[src/design/kaau_pkg.sv]
// ----------------------------------------------------------------------------
// kaau_pkg
// shared constants, codes and types of the k-means assign and update unit
// ----------------------------------------------------------------------------
package kaau_pkg;

  localparam int DEF_MAX_CENTERS = 16;
  localparam int DEF_MAX_DIMS    = 128;
  localparam int ELEMENT_BITS    = 8;
  localparam int FRACTION_BITS   = 8;
  localparam int VALUE_W         = 16;
  localparam int SUM_W           = 24;
  localparam int COUNT_W         = 17;
  localparam int DIST_W          = 39;
  localparam int PV_W            = ELEMENT_BITS + FRACTION_BITS;
  localparam int DIFF_W          = (PV_W > VALUE_W) ? PV_W : VALUE_W;
  localparam int PROD_W          = 2 * DIFF_W;
  localparam int QUO_W           = SUM_W + FRACTION_BITS;
  localparam int QUEUE_DEPTH     = 4;

  localparam logic [SUM_W-1:0]   SUM_MAX   = {SUM_W{1'b1}};
  localparam logic [COUNT_W-1:0] COUNT_MAX = {COUNT_W{1'b1}};

  // action codes
  localparam logic [1:0] ACT_LOAD   = 2'd0;
  localparam logic [1:0] ACT_POINT  = 2'd1;
  localparam logic [1:0] ACT_UPDATE = 2'd2;

  // configuration register indexes
  localparam logic CFG_CENTERS = 1'b0;
  localparam logic CFG_DIMS    = 1'b1;

  // result kinds
  localparam logic KIND_POINT  = 1'b0;
  localparam logic KIND_UPDATE = 1'b1;

  typedef enum logic [2:0] {
    CMD_LOAD   = 3'b001,
    CMD_POINT  = 3'b010,
    CMD_UPDATE = 3'b100
  } cmd_kind_t;

  typedef struct packed {
    cmd_kind_t          kind;
    logic               in_range;
    logic [3:0]         center_index;
    logic [6:0]         element_index;
    logic [VALUE_W-1:0] value;
    logic               last_element;
    logic signed [4:0]  previous_label;
  } cmd_t;

endpackage

[src/design/kaau_queue.sv]
// ----------------------------------------------------------------------------
// kaau_queue
// short command queue between front and back
// ----------------------------------------------------------------------------
module kaau_queue #(
  parameter int DEPTH = kaau_pkg::QUEUE_DEPTH
) (
  input  logic           clk,
  input  logic           rst,
  input  logic           push,
  input  kaau_pkg::cmd_t din,
  output logic           full,
  input  logic           pop,
  output kaau_pkg::cmd_t dout,
  output logic           empty
);
  import kaau_pkg::*;

  localparam int PW = (DEPTH > 1) ? $clog2(DEPTH) : 1;

  cmd_t          slots [DEPTH];
  logic [PW-1:0] wr_ptr;
  logic [PW-1:0] rd_ptr;
  logic [PW:0]   fill;

  assign full  = int'(fill) == DEPTH;
  assign empty = fill == '0;
  assign dout  = slots[rd_ptr];

  always_ff @(posedge clk) begin
    if (rst) begin
      wr_ptr <= '0;
      rd_ptr <= '0;
      fill   <= '0;
    end else begin
      if (push) wr_ptr <= (int'(wr_ptr) == DEPTH - 1) ? '0 : wr_ptr + 1'b1;
      if (pop)  rd_ptr <= (int'(rd_ptr) == DEPTH - 1) ? '0 : rd_ptr + 1'b1;
      if (push && !pop) fill <= fill + 1'b1;
      else if (pop && !push) fill <= fill - 1'b1;
    end
  end

  always_ff @(posedge clk) begin
    if (push) slots[wr_ptr] <= din;
  end

endmodule

[config.mk]
export PLATFORM = sky130hd
export DESIGN_NAME = kaau_queue
export DESIGN_NICKNAME = d
export VERILOG_FILES = /design/src/design/kaau_pkg.sv /design/src/design/kaau_queue.sv
export SDC_FILE = /design/constraint.sdc
export NUM_CORES = 1
export LEC_CHECK = 0
export BUFFER_PORTS_ARGS = -buffer_cell sky130_fd_sc_hd__buf_4
export CAP_MARGIN = 20
export CORE_MARGIN = 2
export CORE_UTILIZATION = 51
export DETAILED_ROUTE_END_ITERATION = 16
export GPL_TIMING_DRIVEN = 1
export PLACE_DENSITY = 0.85
export SLEW_MARGIN = 20
export SYNTH_ARGS = -nofsm -noshare
export SYNTH_HDL_FRONTEND = slang
export SYNTH_SLANG_ARGS = --single-unit
[constraint.sdc]
create_clock -name clk -period 1.75 [get_ports clk]
set_input_delay 0.35 -clock clk [delete_from_list [all_inputs] [get_ports clk]]
set_output_delay 0.35 -clock clk [all_outputs]
set_load 0.01 [all_outputs]
==> flow_summary_export.csv <==
group,metric,value,unit
routing,routed_via_density,5.43,
timing,finalClockSkew,5.95,ps
routing,vias,2718,
setup_path,cp_slowest_cell,"mux4_2",
routing,drtIter0Drc,133,
clock_network,cts_root_buf,"clkbuf_16",
routing,wl,10200,um
clock_network,clk_pin_slew_worst_paths,60,ps
die,die_y,111,um
grt,gr-total-overflow,0,
synthesis,synth.avg_cell_area,24.6,um^2
pwr,power,9.16,mW
pwr,leakage,2.63,nW
flow_run,drv_cap,0,
setup_path,critPathTopFamily,"multiplexers",
timing,layout_min_cycle_time,2080,ps
grt,grt_max_degree,38,
setup_path,cp.arrival,1730,ps
routing,drc,0,
pwr,powerDensity,1220,nW/um^2
synthesis,syn-num-nets,285,
synthesis,synth_warnings,0,
timing,setup_viol,37,
grt,grt_pass1_vias,2968,
timing,rsz0062_at_grt,"true",
finish,area_growth,28.6,%
die,initial_core_util,51.8,%
pwr,peakVddDrop,0.000708,V
run_status,outcome,"finished, violations left",
routing,wire_per_inst,20.4,um
finish,drive_above_1_share,47.5,%
grt,antenna_found_initial,0,
setup_path,crit_chain,"buf_12 -> mux4_2 -> buf_6",
setup_path,crit_buf_inv,2,
synthesis,ys_seq_area_share,79.2,%
timing,layout_setup_ws,-334,ps
synthesis,synth_top_area_share,76.2,%
clock_network,cts-buffers-inserted,17,
setup_path,cp-start-kind,"flop",
clock_network,clk_latency,410,ps
setup_path,path_class,"reg2out",
timing,clock.fmax,480,MHz
grt,grt_pass1_wl,16000,um
timing,min_period_over_period,119,%
die,core.rowCount,39,
die,core,11300,um^2
setup_path,cp.required,1400,ps
timing,fin_hold_ws,138,ps
placed_design,io_buffers,79,
synthesis,synth_area_leaders,"edfxtp_1 76%, mux4_2 12%, mux4_1 3.2%",
timing,drv_slew,0,
setup_path,cp-end-kind,"output pin",
run_status,violations,"negative setup slack",
timing,max_slew_margin,81.6,%
clock_network,cts_sinks,157,
routing,detail_route.first_pass.iterations,4,
clock_network,cts.path.max_buffers,2,
timing,fin_tns_setup,-11090,ps
die,die_w,111,um
synthesis,synth.distinct_cells,20,
die,dieArea,12300,um^2
clock_network,h-tree-depth,4,
finish,stdcell_area,7510,um^2
setup_path,crit_fanout,8,
worst_hold_path,holdCritPathClass,"in2reg",
finish,antenna_cells,0,
finish,nets,395,
synthesis,synth_area,5840,um^2
synthesis,ys_ff_latch,157,
placed_design,place.detailed.hpwl,6080,um
timing,hold_viol_final,0,
routing,antenna_left,0,
placed_design,placed_area,6750,um^2
grt,grt_use_total,17.8,%
placed_design,gp_congestion,0.683,
synthesis,synthCells,237,
clock_network,cts_tree,"built",
timing,worst_pin_slew,277,ps
die,io_pins,80,
synthesis,yosys.area.top_type,"edfxtp_1",
setup_path,cpPeakStageDelay,540,ps
## routing by layer
layer / part of all wire, % / GRT usage (%) / vias to the layer above
li1: - / - / 1212
met1: 41 / 22.1 / 1406
met2: 52 / 29.7 / 81
met3: 4.5 / 5.19 / 19
met4: 2.1 / 7.58 / 0
met5: 0 / 0 / -
## worst paths after layout
kind,start,to,slack (ps),cells after the start
worst max register to register,fill[0]$_SDFFE_PP0P_,fill[2]$_SDFFE_PP0P_,270,4
worst min-delay path,din[5],slots[3][5]$_DFFE_PP_,140,1
worst max-delay path,flop,dout[6],-330,3
worst min register to register,fill[2]$_SDFFE_PP0P_,fill[2]$_SDFFE_PP0P_,520,2
## sequential cells by signal, summed over array words and instances, names as in the netlist, named ones only
register and flops:
wr_ptr 2, slots 148, rd_ptr 2, fill 3
## metrics by stage
stage          worst slack, ps  util [%]  std cells
6_report                  -334      66.6        501
3_3_place_gp              1.01      59.9        469
4_1_cts                   -363      66.3        501
5_1_grt                   -394      66.6        501
2_1_floorplan              138         -        237
3_5_place_dp             -63.2      59.9        469
## cell usage in the layout (no fill, tap or decap)
master	count
clkinv_1	1
edfxtp_1	148
nor2_1	7
clkinvlp_4	1
dfxtp_4	1
inv_6	1
dfxtp_2	1
mux4_2	37
buf_4	57
xor2_1	2
ha_1	6
o21ai_0	1
fa_1	1
nor3b_1	2
buf_6	34
clkinv_4	1
clkbuf_1	1
a21oi_1	2
inv_1	4
and2_2	4
mux2i_1	4
dfxtp_1	7
bufinv_16	5
clkbuf_16	18
or3_1	1
clkinv_2	3
nor3_1	1
buf_12	7
## power breakdown
group	total (mW)	switching (mW)	internal, mW
combinational	0.950	0.416	0.534
clock	3.85	1.34	2.51
sequential	4.36	0.0652	4.30
total	9.16	1.83	7.34
## cells in the mapped netlist
| cell | instances |
|---|---|
| nor2_1 | 7 |
| mux4_1 | 7 |
| xor2_1 | 2 |
| and2_1 | 4 |
| buf_12 | 3 |
| mux2i_1 | 4 |
| buf_6 | 1 |
| nor3_1 | 1 |
| buf_2 | 3 |
| fa_1 | 1 |
| ha_1 | 6 |
| or3_1 | 1 |
| edfxtp_1 | 148 |
| a21oi_1 | 2 |
| dfxtp_1 | 9 |
| nor3b_1 | 2 |
| inv_1 | 4 |
| clkbuf_2 | 1 |
| mux4_2 | 30 |
| o21ai_0 | 1 |
## kinds of logic (layout without fill, tap and decap cells)
kind of cell	after synthesis	count (layout)	share of synthesized area [%]
flops	157	157	79.2
mux	41	41	15.4
simple gates	15	15	1.33
buf+inv	12	133	1.82
fa+ha+maj	7	7	1.63
compound gates	3	3	0.257
xor+xnor	2	2	0.300
## what timing repair did
item / CTS / global route
gates cloned: 0 / 1
resized for setup: 32 / 11
hold buffers: 0 / 0
pin swaps: 0 / 0
setup endpoints to repair: 37 / 37
setup buffers: 2 / 0
## layout make-up
cell class                      count  area (um^2)
Sequential cell                   157         4630
Inverter                            4         15.0
Multi-Input combinational cell     68         1080
Clock inverter                     12          194
Fill cell                         711         3770
Timing Repair Buffer               99          976
Clock buffer                       18          429
Tap cell                          143          179
## worst reg2reg max path: stages, from the launching register on
cell and delay [ps]:
dfxtp_1 350, fa_1 450, xor2_1 160, or3_1 310, a21oi_1 130
Note: power is estimated with default switching activity, not from simulation.
